<file path="config.mk">
export PLATFORM = sky130hd
export DESIGN_NAME = forward_obstacle_avoidance_monitor
export DESIGN_NICKNAME = d
export VERILOG_FILES = /design/src/hw/rtl/foam_pkg.sv /design/src/hw/rtl/forward_obstacle_avoidance_monitor.sv
export VERILOG_INCLUDE_DIRS = /design/src /design/src/hw/rtl
export SDC_FILE = /design/constraint.sdc
export NUM_CORES = 1
export LEC_CHECK = 0
export ABC_AREA = 0
export ABC_CLOCK_PERIOD_IN_PS = 14600
export BUFFER_PORTS_ARGS = -buffer_cell sky130_fd_sc_hd__buf_4
export CORE_ASPECT_RATIO = 0.8
export CORE_MARGIN = 2
export CORE_UTILIZATION = 45
export DETAILED_ROUTE_END_ITERATION = 6
export HOLD_SLACK_MARGIN = 0.06
export PLACE_DENSITY = 0.72
export SLEW_MARGIN = 20
export SYNTH_ARGS = -nofsm -noshare
export SYNTH_HDL_FRONTEND = slang
export SYNTH_SLANG_ARGS = --single-unit
export TNS_END_PERCENT = 100
</file>
<file path="constraint.sdc">
create_clock -name clock -period 14.6 [get_ports clock]
set_input_delay 1.46 -clock clock [delete_from_list [all_inputs] [get_ports clock]]
set_output_delay 1.46 -clock clock [all_outputs]
set_load 0.02 [all_outputs]
</file>
<file path="src/hw/rtl/forward_obstacle_avoidance_monitor_macros.svh">
// Assertion helpers shared by the monitor RTL.
`ifndef FORWARD_OBSTACLE_AVOIDANCE_MONITOR_MACROS_SVH
`define FORWARD_OBSTACLE_AVOIDANCE_MONITOR_MACROS_SVH

// A property that is checked only outside reset.
`define FOAM_ASSERT(lbl, clk, rst, prop, msg) \
   lbl: assert property (@(posedge clk) disable iff (rst) prop) else $error(msg);

// A property that is also checked while reset is high.
`define FOAM_ASSERT_ALWAYS(lbl, clk, prop, msg) \
   lbl: assert property (@(posedge clk) prop) else $error(msg);

`endif

</file>
<file path="src/hw/rtl/foam_pkg.sv">
`default_nettype none

package foam_pkg;

   // Reported monitor status.
   typedef enum logic [2:0] {
      STATUS_DISABLED   = 3'd0,
      STATUS_STANDBY    = 3'd1,
      STATUS_MONITORING = 3'd2,
      STATUS_THREAT     = 3'd3,
      STATUS_BLOCKING   = 3'd4
   } status_type;

   // Command issued on a trigger.
   typedef enum logic [1:0] {
      CMD_NONE     = 2'd0,
      CMD_FAILSAFE = 2'd1,
      CMD_LAND     = 2'd2,
      CMD_STOP     = 2'd3
   } command_type;

   // Flight-mode classes.
   localparam logic [2:0] MODE_OTHER   = 3'd0;
   localparam logic [2:0] MODE_AUTO    = 3'd1;
   localparam logic [2:0] MODE_LOITER  = 3'd2;
   localparam logic [2:0] MODE_POSHOLD = 3'd3;
   localparam logic [2:0] MODE_ALTHOLD = 3'd4;
   localparam logic [2:0] MODE_RTL     = 3'd5;
   localparam logic [2:0] MODE_LAND    = 3'd6;

   // Gate modes.
   localparam logic [1:0] GATE_OFF = 2'd0;
   localparam logic [1:0] GATE_ON  = 2'd1;

   // Height conditions.
   localparam logic [1:0] HEIGHT_NONE    = 2'd0;
   localparam logic [1:0] HEIGHT_HOME    = 2'd1;
   localparam logic [1:0] HEIGHT_TERRAIN = 2'd2;
   localparam logic [1:0] HEIGHT_NEVER   = 2'd3;

   // Configuration register indexes.
   localparam logic [2:0] CSR_ENABLE_MASK    = 3'd0;
   localparam logic [2:0] CSR_GATE_MODE      = 3'd1;
   localparam logic [2:0] CSR_HEIGHT_COND    = 3'd2;
   localparam logic [2:0] CSR_DIST_THRESHOLD = 3'd3;
   localparam logic [2:0] CSR_SAMPLE_COUNT   = 3'd4;
   localparam logic [2:0] CSR_HEIGHT_THRESH  = 3'd5;
   localparam logic [2:0] CSR_AUTO_ACTION    = 3'd6;
   localparam logic [2:0] CSR_MANUAL_ACTION  = 3'd7;

   localparam int unsigned CsrWidth = 19;

   // Fixed thresholds and action codes.
   localparam logic [11:0]        SwitchHighUs   = 12'd1500;
   localparam logic signed [13:0] StickDeadzone  = 14'sd100;
   localparam logic [2:0]         ManualStopCode = 3'd4;
   localparam logic [2:0]         MaxFsCode      = 3'd3;

   // One input item as held in the input register.
   typedef struct packed {
      logic               armed;
      logic               radio_failsafe;
      logic [11:0]        switch_pulse_us;
      logic [2:0]         mode_class;
      logic               landing_phase;
      logic               home_height_valid;
      logic signed [18:0] home_height_cm;
      logic               terrain_height_valid;
      logic signed [18:0] terrain_height_cm;
      logic               range_good;
      logic [15:0]        range_cm;
      logic signed [13:0] pitch_stick;
   } req_type;

endpackage

`default_nettype wire

</file>
<file path="src/hw/rtl/forward_obstacle_avoidance_monitor.sv">
// Forward obstacle avoidance monitor. Each tick is one input transfer and gives exactly one
// result transfer. A tick passes through an input register and a result register, so its
// result is offered once the tick has been loaded into the result register. One tick is
// taken in every cycle while the result side keeps up; the debounce counter and the trip and
// lockout flags are updated in the same single pass that moves a tick from the input register
// to the result register. The user must see that configuration is written through the csr_
// port only while no tick is in flight; the block itself does not enforce this.
`default_nettype none

`include "forward_obstacle_avoidance_monitor_macros.svh"

module forward_obstacle_avoidance_monitor (
   input  wire logic                                 clock,
   input  wire logic                                 reset,
   // Configuration write port
   input  wire logic                                 csr_write_en,
   input  wire logic [2:0]                           csr_index,
   input  wire logic [foam_pkg::CsrWidth-1:0]        csr_wdata,
   // Input channel
   input  wire logic                                 req_valid,
   output logic                                      req_stall,
   input  wire logic                                 req_armed,
   input  wire logic                                 req_radio_failsafe,
   input  wire logic [11:0]                          req_switch_pulse_us,
   input  wire logic [2:0]                           req_mode_class,
   input  wire logic                                 req_landing_phase,
   input  wire logic                                 req_home_height_valid,
   input  wire logic signed [18:0]                   req_home_height_cm,
   input  wire logic                                 req_terrain_height_valid,
   input  wire logic signed [18:0]                   req_terrain_height_cm,
   input  wire logic                                 req_range_good,
   input  wire logic [15:0]                          req_range_cm,
   input  wire logic signed [13:0]                   req_pitch_stick,
   // Result channel
   output logic                                      rsp_valid,
   input  wire logic                                 rsp_stall,
   output logic [2:0]                                rsp_status,
   output logic [1:0]                                rsp_command,
   output logic [1:0]                                rsp_failsafe_code,
   output logic                                      rsp_pitch_lockout,
   output logic                                      rsp_gate_active
);

   // Configuration registers
   logic [4:0]         enable_mask_ff;
   logic [1:0]         gate_mode_ff;
   logic [1:0]         height_cond_ff;
   logic [15:0]        dist_threshold_ff;
   logic [7:0]         sample_count_ff;
   logic signed [18:0] height_thresh_ff;
   logic [2:0]         auto_action_ff;
   logic [2:0]         manual_action_ff;

   // Pipeline registers
   logic              s1_valid_ff, s1_valid_in;
   foam_pkg::req_type s1_ff;
   logic              rsp_valid_ff, rsp_valid_in;
   logic [2:0]        rsp_status_ff, rsp_status_in;
   logic [1:0]        rsp_command_ff, rsp_command_in;
   logic [1:0]        rsp_code_ff, rsp_code_in;
   logic              rsp_locked_ff;
   logic              rsp_active_ff, rsp_active_in;

   // Monitor state
   logic [7:0] near_count_ff, near_count_in;
   logic       tripped_ff, tripped_in;
   logic       lockout_ff, lockout_in;

   logic out_free, s1_fire, req_accept;
   logic mode_en, master_on, height_ok, range_near, stick_neutral;
   logic [7:0] count_up;

   // Configuration writes.
   always_ff @(posedge clock) begin
      if (reset) begin
         enable_mask_ff    <= '0;
         gate_mode_ff      <= '0;
         height_cond_ff    <= '0;
         dist_threshold_ff <= '0;
         sample_count_ff   <= '0;
         height_thresh_ff  <= '0;
         auto_action_ff    <= '0;
         manual_action_ff  <= '0;
      end else if (csr_write_en) begin
         unique case (csr_index)
            foam_pkg::CSR_ENABLE_MASK:    enable_mask_ff    <= csr_wdata[4:0];
            foam_pkg::CSR_GATE_MODE:      gate_mode_ff      <= csr_wdata[1:0];
            foam_pkg::CSR_HEIGHT_COND:    height_cond_ff    <= csr_wdata[1:0];
            foam_pkg::CSR_DIST_THRESHOLD: dist_threshold_ff <= csr_wdata[15:0];
            foam_pkg::CSR_SAMPLE_COUNT:   sample_count_ff   <= csr_wdata[7:0];
            foam_pkg::CSR_HEIGHT_THRESH:  height_thresh_ff  <= signed'(csr_wdata[18:0]);
            foam_pkg::CSR_AUTO_ACTION:    auto_action_ff    <= csr_wdata[2:0];
            foam_pkg::CSR_MANUAL_ACTION:  manual_action_ff  <= csr_wdata[2:0];
            default: ;
         endcase
      end
   end

   // Handshake: the result register frees up when empty or when its transfer completes.
   assign out_free    = !rsp_valid_ff || !rsp_stall;
   assign s1_fire     = s1_valid_ff && out_free;
   assign req_stall   = s1_valid_ff && !out_free;
   assign req_accept  = req_valid && !req_stall;
   assign s1_valid_in = req_accept || (s1_valid_ff && !s1_fire);
   assign rsp_valid_in = s1_fire || (rsp_valid_ff && rsp_stall);

   // Input register.
   always_ff @(posedge clock) begin
      if (reset) begin
         s1_valid_ff <= 1'b0;
      end else begin
         s1_valid_ff <= s1_valid_in;
      end
      if (req_accept) begin
         s1_ff.armed                <= req_armed;
         s1_ff.radio_failsafe       <= req_radio_failsafe;
         s1_ff.switch_pulse_us      <= req_switch_pulse_us;
         s1_ff.mode_class           <= req_mode_class;
         s1_ff.landing_phase        <= req_landing_phase;
         s1_ff.home_height_valid    <= req_home_height_valid;
         s1_ff.home_height_cm       <= req_home_height_cm;
         s1_ff.terrain_height_valid <= req_terrain_height_valid;
         s1_ff.terrain_height_cm    <= req_terrain_height_cm;
         s1_ff.range_good           <= req_range_good;
         s1_ff.range_cm             <= req_range_cm;
         s1_ff.pitch_stick          <= req_pitch_stick;
      end
   end

   // Mode-group enable for the current flight mode.
   always_comb begin
      unique case (s1_ff.mode_class)
         foam_pkg::MODE_AUTO,
         foam_pkg::MODE_RTL:     mode_en = enable_mask_ff[0];
         foam_pkg::MODE_LOITER:  mode_en = enable_mask_ff[1];
         foam_pkg::MODE_POSHOLD: mode_en = enable_mask_ff[2];
         foam_pkg::MODE_ALTHOLD: mode_en = enable_mask_ff[3];
         default:                mode_en = 1'b0;
      endcase
   end

   // Master gate; any mode above plain on needs the switch high and the radio link up.
   always_comb begin
      priority if (gate_mode_ff == foam_pkg::GATE_OFF) begin
         master_on = 1'b0;
      end else if (gate_mode_ff == foam_pkg::GATE_ON) begin
         master_on = 1'b1;
      end else begin
         master_on = !s1_ff.radio_failsafe && (s1_ff.switch_pulse_us > foam_pkg::SwitchHighUs);
      end
   end

   // Height gate.
   always_comb begin
      unique case (height_cond_ff)
         foam_pkg::HEIGHT_NONE:    height_ok = 1'b1;
         foam_pkg::HEIGHT_HOME:    height_ok = s1_ff.home_height_valid &&
                                      (s1_ff.home_height_cm >= height_thresh_ff);
         foam_pkg::HEIGHT_TERRAIN: height_ok = s1_ff.terrain_height_valid &&
                                      (s1_ff.terrain_height_cm >= height_thresh_ff);
         foam_pkg::HEIGHT_NEVER:   height_ok = 1'b0;
         default:                  height_ok = 1'b0;
      endcase
   end

   assign range_near    = s1_ff.range_good && (s1_ff.range_cm != 16'd0) &&
                          (s1_ff.range_cm < dist_threshold_ff);
   assign stick_neutral = (s1_ff.pitch_stick > -foam_pkg::StickDeadzone) &&
                          (s1_ff.pitch_stick < foam_pkg::StickDeadzone);
   assign count_up      = (near_count_ff < sample_count_ff) ? near_count_ff + 8'd1
                                                            : near_count_ff;

   // Status, taken from the state left by the previous tick.
   always_comb begin
      priority if ((enable_mask_ff == 5'd0) || !master_on) begin
         rsp_status_in = foam_pkg::STATUS_DISABLED;
      end else if (tripped_ff || lockout_ff) begin
         rsp_status_in = foam_pkg::STATUS_BLOCKING;
      end else if (!height_ok || !mode_en || !s1_ff.range_good) begin
         rsp_status_in = foam_pkg::STATUS_STANDBY;
      end else if (range_near) begin
         rsp_status_in = foam_pkg::STATUS_THREAT;
      end else begin
         rsp_status_in = foam_pkg::STATUS_MONITORING;
      end
   end

   // Gates, debounce counter, trigger and stick unlock.
   always_comb begin
      near_count_in  = near_count_ff;
      tripped_in     = tripped_ff;
      lockout_in     = lockout_ff;
      rsp_command_in = foam_pkg::CMD_NONE;
      rsp_code_in    = 2'd0;
      rsp_active_in  = 1'b0;
      if (enable_mask_ff == 5'd0) begin
         // Block disabled: state is left alone.
      end else if (!s1_ff.armed) begin
         near_count_in = 8'd0;
         tripped_in    = 1'b0;
         lockout_in    = 1'b0;
      end else if (!(master_on && height_ok)) begin
         near_count_in = 8'd0;
         tripped_in    = 1'b0;
         lockout_in    = 1'b0;
      end else if (!mode_en) begin
         rsp_active_in = 1'b1;
         near_count_in = 8'd0;
         if (lockout_ff) begin
            lockout_in = 1'b0;
            tripped_in = 1'b0;
         end
      end else begin
         rsp_active_in = 1'b1;
         // Release the lockout once the stick is centred and the count has drained.
         if (lockout_ff && stick_neutral && (near_count_ff == 8'd0)) begin
            lockout_in = 1'b0;
            tripped_in = 1'b0;
         end
         if (range_near) begin
            near_count_in = count_up;
            if ((count_up >= sample_count_ff) && !tripped_in) begin
               tripped_in = 1'b1;
               priority if (s1_ff.landing_phase) begin
                  // Landing continues without a command.
               end else if (s1_ff.mode_class == foam_pkg::MODE_RTL) begin
                  rsp_command_in = foam_pkg::CMD_LAND;
               end else if (s1_ff.mode_class == foam_pkg::MODE_LAND) begin
                  // Already in land mode.
               end else if (s1_ff.mode_class == foam_pkg::MODE_AUTO) begin
                  rsp_command_in = foam_pkg::CMD_FAILSAFE;
                  rsp_code_in    = (auto_action_ff <= foam_pkg::MaxFsCode) ?
                                   auto_action_ff[1:0] : 2'd0;
               end else if (manual_action_ff == foam_pkg::ManualStopCode) begin
                  rsp_command_in = foam_pkg::CMD_STOP;
                  lockout_in     = 1'b1;
               end else begin
                  rsp_command_in = foam_pkg::CMD_FAILSAFE;
                  rsp_code_in    = (manual_action_ff <= foam_pkg::MaxFsCode) ?
                                   manual_action_ff[1:0] : 2'd0;
               end
            end
         end else begin
            if (near_count_ff != 8'd0) begin
               near_count_in = near_count_ff - 8'd1;
            end
            if (tripped_in && (near_count_in == 8'd0) && !lockout_in) begin
               tripped_in = 1'b0;
            end
         end
      end
   end

   // State and result register, both loaded as a tick leaves the input register.
   always_ff @(posedge clock) begin
      if (reset) begin
         rsp_valid_ff  <= 1'b0;
         near_count_ff <= '0;
         tripped_ff    <= 1'b0;
         lockout_ff    <= 1'b0;
      end else begin
         rsp_valid_ff <= rsp_valid_in;
         if (s1_fire) begin
            near_count_ff <= near_count_in;
            tripped_ff    <= tripped_in;
            lockout_ff    <= lockout_in;
         end
      end
      if (s1_fire) begin
         rsp_status_ff  <= rsp_status_in;
         rsp_command_ff <= rsp_command_in;
         rsp_code_ff    <= rsp_code_in;
         rsp_locked_ff  <= lockout_in;
         rsp_active_ff  <= rsp_active_in;
      end
   end

   assign rsp_valid         = rsp_valid_ff;
   assign rsp_status        = rsp_status_ff;
   assign rsp_command       = rsp_command_ff;
   assign rsp_failsafe_code = rsp_code_ff;
   assign rsp_pitch_lockout = rsp_locked_ff;
   assign rsp_gate_active   = rsp_active_ff;

   // Checks on the monitor state and the result register.
   `FOAM_ASSERT(a_lockout_needs_trip, clock, reset, lockout_ff |-> tripped_ff, "lockout without trip")
   `FOAM_ASSERT(a_stop_locks, clock, reset, (rsp_valid_ff && (rsp_command_ff == foam_pkg::CMD_STOP)) |-> rsp_locked_ff, "stop command without stick lockout")
   `FOAM_ASSERT(a_code_with_failsafe, clock, reset, (rsp_valid_ff && (rsp_code_ff != 2'd0)) |-> (rsp_command_ff == foam_pkg::CMD_FAILSAFE), "failsafe code without failsafe command")
   `FOAM_ASSERT(a_cmd_needs_gate, clock, reset, (rsp_valid_ff && !rsp_active_ff) |-> (rsp_command_ff == foam_pkg::CMD_NONE), "command issued with gate inactive")
   `FOAM_ASSERT_ALWAYS(a_reset_empties, clock, $past(reset) |-> (!s1_valid_ff && !rsp_valid_ff), "pipeline not empty after reset")

endmodule

`default_nettype wire
</file>
==> run_results.csv, run 1 <==
group,metric,value,unit
run,cap_viol_max_count,0,
power_and_ir_drop,p_sw_frac,0.232,
synth,synth_seq_cells,168,
sta,whs,0.453,ns
clock_tree,cts_setup_buffers,0,
clock_tree,path_clk_slew,0.06,ns
power_and_ir_drop,p_int,836,uW
clock_tree,cts.sinks,168,
placement,post-dp-hpwl,13600,um
synth,synth_flop_cell,"edfxtp_1",
global_route,grt_pass1_wl,30000,um
global_route,grt.overflow.total,0,
sta,worst_slack,10.94,ns
die,start_util,0.455,
sta,finalMaxSlewViolations,0,
worst_setup_path,reg2reg_from,"near_count_ff[4]",
power_and_ir_drop,seqPwrFrac,0.489,
die,io_pins,127,
layout,layout.nets,1089,
sta,worst_pin_slew,1.07,ns
hold_path,min_path_cells,2,
clock_tree,clockBufferDepth,2,
sta,max_freq,0.274,GHz
sta,hold_viol,0,
power_and_ir_drop,power.switching,252,uW
clock_tree,ctsHoldBuffers,0,
clock_tree,cts_tree,"yes",
hold_path,min_to,"dist_threshold_ff[7]",
worst_setup_path,worstPathArrival,4.01,ns
worst_setup_path,crit_fanout,11,
global_route,antenna_found_initial,1,
worst_setup_path,required,14.95,ns
placement,place.gp.congestion,0.893,
worst_setup_path,timing.rr.end,"lockout_ff",
clock_tree,cts_made_buffers,17,
power_and_ir_drop,p_leak,0.00377,uW
power_and_ir_drop,power.density,110,nW/um2
clock_tree,htree_levels,4,
worst_setup_path,crit_buf_inv,0,
hold_path,hp-class,"flip-flop to flip-flop",
sta,period_share,0.250,
synth,synthCells,780,
sta,setup_viol,0,
layout,fillers,1563,
layout,regArea,4340,um2
global_route,grt_pass1_vias,6139,
sta,slew_headroom,0.283,
synth,synth-seq-area-share,0.530,
route,wl,18300,um
sta,fin_setup_tns,0,ns
route,drt_pre_antenna_iters,5,
layout,multi_input_area,3550,um2
global_route,grt_max_degree,66,
worst_setup_path,path_cells,"ha_1 -> o21ai_0 -> a21oi_1 -> nor3b_1 -> nor3_1 -> or2_2 -> ha_1 -> o21ai_0 -> o21ai_0 -> a21oi_1 -> nor4_2 -> a21bo_1 -> or4b_1 -> a21oi_1",
route,drc_errors,0,
synth,synthArstFlopShare,0,
die,die_h,125,um
synth,yosys_warnings,0,
hold_path,hp-start,"dist_threshold_ff[7]",
worst_setup_path,slowest_stage,"dfxtp_1",
sta,finClkSkew,0.0124,ns
worst_setup_path,worst_path_dominant_cell_family,"simple AND/OR/NAND/NOR gates",
placement,numPortBuffers,126,
worst_setup_path,rr_worst_depth,14,
route,drt_iter0_drc,354,
placement,pre_cts_slack,10.76,ns
placement,dp_cells,1113,
layout,final_cell_count_no_fill,1145,
power_and_ir_drop,p_clk_frac,0.419,
outcome,outcome,"complete, no violations",
layout,layout-drive-gt1-share,0.191,
route,num_vias,6158,
worst_setup_path,end_kind,"flip-flop",
worst_setup_path,worstSetupPathType,"flip-flop to flip-flop",
layout,diodes,0,
route,routed_via_density,5.38,
die,die_x,155,um
power_and_ir_drop,ir_drop,0.0776,mV
layout,syn_to_final_growth,21.4,%
die,core,18000,um2
route,avgRoutedWirePerCell,16.0,um
sta,rsz0062_at_grt,"no",
die,dieArea,19300,um2
synth,avgSynthCellArea,10.5,um2
sta,fin_crit,3.66,ns
clock_tree,cts_resized,0,
route,postRouteAntennaNets,0,
synth,synth_edf_count,98,
worst_setup_path,worstSetupStartpointType,"flip-flop",
synth,synth_area,8190,um2
synth,synth.distinct_cells,68,
die,floorplan.rows,44,
power_and_ir_drop,pwr-share-comb,0.092,
clock_tree,clk_latency,0.43,ns
clock_tree,clock-root-buffer,"clkbuf_16",
worst_setup_path,max_stage_delay,0.59,ns
global_route,grt.total_usage,0.196,
synth,synth_fp_nets,967,
worst_setup_path,r2r_slack,10.94,ns
## synth_stat cells, types with 9 or more instances
cell type | number | area, um2
nand2_1 | 121 | 454
edfxtp_1 | 98 | 2940
a21oi_1 | 73 | 365
ha_1 | 71 | 888
dfxtp_1 | 70 | 1400
inv_1 | 53 | 199
nor2_1 | 46 | 173
clkbuf_1 | 22 | 82.6
o21ai_0 | 21 | 105
mux2i_1 | 18 | 180
nand4_1 | 15 | 93.8
nor3_1 | 14 | 70.1
nor2b_1 | 10 | 62.6
xnor2_1 | 10 | 87.6
nand2b_1 | 9 | 56.3
nand3_1 | 9 | 45.0
## cell families (layout without fill, tap and decap cells)
| family | Yosys count | after routing | share of synthesized area |
|---|---|---|---|
| muxes | 19 | 19 | 0.0234 |
| AOI/OAI and AO/OA | 162 | 162 | 0.130 |
| xor gates and xnor gates | 11 | 11 | 0.0118 |
| and+or+nand+nor | 270 | 270 | 0.159 |
| DFF | 168 | 168 | 0.530 |
| adders and majority gates | 71 | 71 | 0.108 |
| buffers and inverters | 79 | 214 | 0.0370 |
## cell type report
class,instances,area share
Tap cell,230,0.0289
Clock inverter,11,0.0118
Sequential cell,168,0.437
Clock buffer,21,0.0474
Inverter,53,0.0200
Timing Repair Buffer,129,0.0974
Multi-Input combinational cell,533,0.357
## stage by stage
step | total power, uW | util | cell area [um2]
after CTS | 1100 | 0.552 | 9940
after global routing | 1130 | 0.552 | 9940
after detailed placement | 642 | 0.520 | 9350
final | 1090 | 0.552 | 9940
after floorplan | 597 | - | 8190
after global placement | 639 | 0.520 | 9350
## cells in the final DEF (no fill, tap or decap), types with 6 or more instances in the layout
| cell | count |
|---|---|
| ha_1 | 71 |
| nand2b_1 | 9 |
| nor3_1 | 14 |
| and3_1 | 6 |
| nor4_1 | 8 |
| a21oi_1 | 73 |
| a211oi_1 | 6 |
| nand4_1 | 15 |
| o21ai_0 | 21 |
| inv_1 | 54 |
| nor2b_1 | 9 |
| nand2_1 | 121 |
| buf_4 | 129 |
| clkbuf_16 | 18 |
| nor2_1 | 46 |
| nand3_1 | 9 |
| a21o_1 | 8 |
| xnor2_1 | 10 |
| o2111ai_1 | 6 |
| edfxtp_1 | 98 |
| dfxtp_1 | 70 |
| nor3b_1 | 6 |
| or3_1 | 6 |
| mux2i_1 | 18 |
## worst max path at each step
stage | endpoint | cells past startpoint | startpoint
finish | lockout_ff | 14 | near_count_ff[4]
global route | lockout_ff | 14 | near_count_ff[4]
CTS | rsp_pitch_lockout | 13 | near_count_ff[4]
detailed placement | s1_ff[79] | 4 | rsp_stall
global placement | s1_ff[74] | 4 | rsp_stall
floorplan | s1_ff[0] | 2 | rsp_stall
## sequential cells by signal, indices dropped and copies added (netlist names), 3 cells and up
| name | cells |
|---|---|
| auto_action_ff | 3 |
| s1_ff | 89 |
| dist_threshold_ff | 16 |
| height_thresh_ff | 19 |
| sample_count_ff | 8 |
| rsp_status | 3 |
| enable_mask_ff | 5 |
| manual_action_ff | 3 |
| near_count_ff | 8 |
## tightest hold or removal path, cell delays in order, from the launching register on
cell     delay (ns)
dfxtp_1        0.31
nand2_1        0.05
a21oi_1        0.05
## power by group through the flow
| stage | Sequential, uW | Clock [uW] | Combinational (uW) |
|---|---|---|---|
| 4_1_cts | 532 | 464 | 100 |
| 3_5_place_dp | 543 | 0 | 99.5 |
| 2_1_floorplan | 542 | 0 | 55.3 |
| 6_report | 532 | 456 | 100 |
| 3_3_place_gp | 542 | 0 | 96.9 |
| 5_1_grt | 534 | 484 | 112 |
## per-layer routing
metal	GRT usage	vias up	wire, um
met5	0	-	12
met2	0.316	172	8510
met4	0.0648	2	346
li1	-	3068	-
met3	0.0480	31	1100
met1	0.260	2885	8340
No activity file was read; power rests on OpenSTA's default activity.
==> run 2: changes to the inputs <==
--- a/config.mk
+++ b/config.mk
@@ -6,15 +6,15 @@
 export SDC_FILE = /design/constraint.sdc
 export NUM_CORES = 1
 export LEC_CHECK = 0
-export ABC_AREA = 0
-export ABC_CLOCK_PERIOD_IN_PS = 14600
+export ABC_AREA = 1
+export ABC_CLOCK_PERIOD_IN_PS = 3200
 export BUFFER_PORTS_ARGS = -buffer_cell sky130_fd_sc_hd__buf_4
 export CORE_ASPECT_RATIO = 0.8
 export CORE_MARGIN = 2
 export CORE_UTILIZATION = 45
 export DETAILED_ROUTE_END_ITERATION = 6
 export HOLD_SLACK_MARGIN = 0.06
-export PLACE_DENSITY = 0.72
+export PLACE_DENSITY = 0.74
 export SLEW_MARGIN = 20
 export SYNTH_ARGS = -nofsm -noshare
 export SYNTH_HDL_FRONTEND = slang
==> constraint.sdc (replaced) <==
create_clock -name clock -period 3.2 [get_ports clock]
set_input_delay 0.32 -clock clock [delete_from_list [all_inputs] [get_ports clock]]
set_output_delay 0.32 -clock clock [all_outputs]
set_load 0.02 [all_outputs]
==> run_results.csv, run 2 <==
group,metric,value,unit
sta,finalMaxSlewViolations,0,
die,die_h,126,um
die,floorplan.rows,44,
route,m1WireLength,9300,um
worst_setup_path,crit_fanout,5,
route,drc_errors,0,
global_route,antenna_found_initial,0,
sta,max_freq,0.310,GHz
worst_setup_path,timing.rr.end,"rsp_failsafe_code[1]",
layout,top_regs,"s1_ff: 89 flops, height_thresh_ff: 19 flops, dist_threshold_ff: 16 flops",
worst_setup_path,r2r_slack,-0.03,ns
synth,synth_edf_count,98,
layout,largest_register,"s1_ff",
synth,synthCells,896,
route,dr.max_layer_used,"met4",
route,routed_via_density,5.01,
worst_setup_path,worstSetupPathType,"flip-flop to flip-flop",
clock_tree,clk_latency,0.43,ns
synth,synth_flop_cell,"edfxtp_1",
clock_tree,cts_tree,"yes",
layout,final_cell_mix,"158 x nand2_1, 141 x buf_4, 120 x inv_1",
placement,post-dp-hpwl,13200,um
die,dieArea,19600,um2
worst_setup_path,worstPathArrival,3.51,ns
sta,fin_crit,3.23,ns
die,io_pins,127,
placement,dp_cells,1246,
synth,synth.top_cell.area_share,0.353,
power_and_ir_drop,ir_drop,0.302,mV
die,die_x,156,um
outcome,violations,"setup timing",
synth,synth.most_common_cell,"nand2_1",
synth,synthTopCellsByArea,"edfxtp_1 35%, dfxtp_1 17%, ha_1 11%",
global_route,grt.overflow.total,0,
worst_setup_path,worstSetupStartpointType,"flip-flop",
power_and_ir_drop,p_leak,0.00463,uW
clock_tree,cts_made_buffers,17,
synth,yosys_warnings,0,
layout,largest_reg_flops,89,
layout,final_cell_count_no_fill,1359,
hold_path,min_to,"s1_ff[57]",
global_route,grt.total_usage,0.207,
outcome,outcome,"finished, violations left",
hold_path,hp-class,"primary input to flip-flop",
synth,ys_top_cells_by_count,"160 x nand2_1, 123 x inv_1, 111 x nor2_1, 98 x edfxtp_1, 71 x ha_1",
sta,finClkSkew,0.0153,ns
synth,synth.distinct_cells,44,
power_and_ir_drop,power.density,456,nW/um2
clock_tree,clockBufferDepth,2,
synth,synthArstFlopShare,0,
sta,worst_pin_slew,0.835,ns
hold_path,hp-start,"req_home_height_cm[6]",
sta,slew_headroom,0.443,
synth,synth-seq-area-share,0.522,
placement,dpl_cell_area,9600,um2
route,wl_met3,1100,um
route,postRouteAntennaNets,0,
worst_setup_path,end_kind,"flip-flop",
layout,layout.nets,1303,
clock_tree,cts.sinks,168,
placement,place.gp.congestion,0.904,
die,start_util,0.460,
synth,synth_seq_cells,168,
synth,synth_fp_nets,1083,
sta,hold_viol,0,
die,core,18100,um2
synth,synth_area,8330,um2
layout,syn_to_final_growth,32.9,%
hold_path,min_path_cells,1,
route,drt_pre_antenna_iters,5,
synth,avgSynthCellArea,9.29,um2
worst_setup_path,rr_worst_depth,20,
worst_setup_path,reg2reg_from,"near_count_ff[1]",
layout,diodes,0,
route,wl_met2,9140,um
run,cap_viol_max_count,0,
clock_tree,htree_levels,4,
route,avgRoutedWirePerCell,14.6,um
layout,final_common_cell,"nand2_1",
route,wl,19800,um
layout,layout-drive-gt1-share,0.197,
global_route,grt_pass1_wl,31900,um
global_route,grt_pass1_vias,6592,
sta,setup_viol,3,
global_route,grt_max_degree,90,
sta,worst_slack,-0.0274,ns
sta,rsz0062_at_grt,"yes",
route,num_vias,6809,
synth,synth_top_cell_by_area,"edfxtp_1",
clock_tree,path_clk_slew,0.07,ns
layout,fin_area,11100,um2
placement,numPortBuffers,126,
route,drt_iter0_drc,442,
clock_tree,clock-root-buffer,"clkbuf_16",
sta,period_share,1.01,
worst_setup_path,required,3.48,ns
-- run 2: final cells by class --
type | instances | area [um2]
fillers | 1439 | 7040
flip-flops and latches | 168 | 4350
multi-input cells | 577 | 3510
repair buffers | 222 | 1880
inverters | 130 | 489
clock buffers | 19 | 443
well taps | 230 | 288
clock inverters | 13 | 115
-- run 2: worst max-delay path by stage --
stage	from	endpoint	slack (ns)	cells after the start
floorplan	near_count_ff[1]	rsp_pitch_lockout	0.24	21
global placement	sample_count_ff[1]	rsp_pitch_lockout	-0.004	22
detailed placement	sample_count_ff[1]	rsp_pitch_lockout	-0.09	22
CTS	sample_count_ff[1]	rsp_failsafe_code[1]	-0.02	21
global route	sample_count_ff[1]	rsp_failsafe_code[0]	-0.22	21
finish	near_count_ff[1]	rsp_failsafe_code[1]	-0.03	20
-- run 2: stage by stage --
step | setup slack (ns) | util | hold slack [ns] | total power, uW | TNS [ns]
after floorplan | 0.244 | - | 0.419 | 2790 | 0
after detailed placement | -0.0877 | 0.530 | 0.452 | 3030 | -0.321
after global routing | -0.215 | 0.611 | 0.0603 | 5270 | -0.981
after global placement | -0.00361 | 0.530 | 0.453 | 3010 | -0.00361
final | -0.0274 | 0.611 | 0.0807 | 5050 | -0.0757
after CTS | -0.0212 | 0.605 | 0.0618 | 5060 | -0.0539
-- run 2: routing by layer --
| layer | global-route usage | up-vias |
|---|---|---|
| li1 | - | 3480 |
| met1 | 0.284 | 3124 |
| met2 | 0.330 | 180 |
| met3 | 0.0516 | 25 |
| met4 | 0.0518 | 0 |
| met5 | 0 | - |
-- run 2: worst max-delay path: stages (launching register included) --
cell and delay [ns]:
dfxtp_2 0.34, ha_4 0.22, a21boi_2 0.15, o211ai_1 0.16
nand2_1 0.08, nand4_1 0.09, nand2_2 0.08, buf_6 0.14
nor2_4 0.13, xor2_2 0.18, inv_1 0.06, ha_1 0.30
nand2_2 0.06, o21a_1 0.18, o21ai_2 0.16, nor2_2 0.07
nor2_2 0.15, nand2_2 0.08, nor4_4 0.23, nand2_2 0.13
nor3_2 0.11
-- run 2: cells by family after synthesis --
family / count (synthesis) / share of synthesized area
AND/OR/NAND/NOR: 357 / 0.187
AO/OA/AOI/OAI: 139 / 0.104
XOR/XNOR: 10 / 0.0105
adder cells (fa/ha/maj): 71 / 0.107
flip-flops: 168 / 0.522
buffers and inverters: 151 / 0.0696
-- run 2: repair_timing --
action                                  in CTS  in global routing
endpoints found under the hold margin       79                  0
gates resized for setup                      5                 23
endpoints found under the setup margin       6                  7
gates cloned                                 0                  0
buffers inserted                             0                  2
pin swaps                                    6                 15
hold buffers                                79                  0
-- run 2: power breakdown --
| part | internal, uW | total, uW | switching (uW) |
|---|---|---|---|
| sequential | 2390 | 2430 | 41.2 |
| clock | 1040 | 1960 | 919 |
| combinational | 316 | 662 | 346 |
| total | 3740 | 5050 | 1310 |
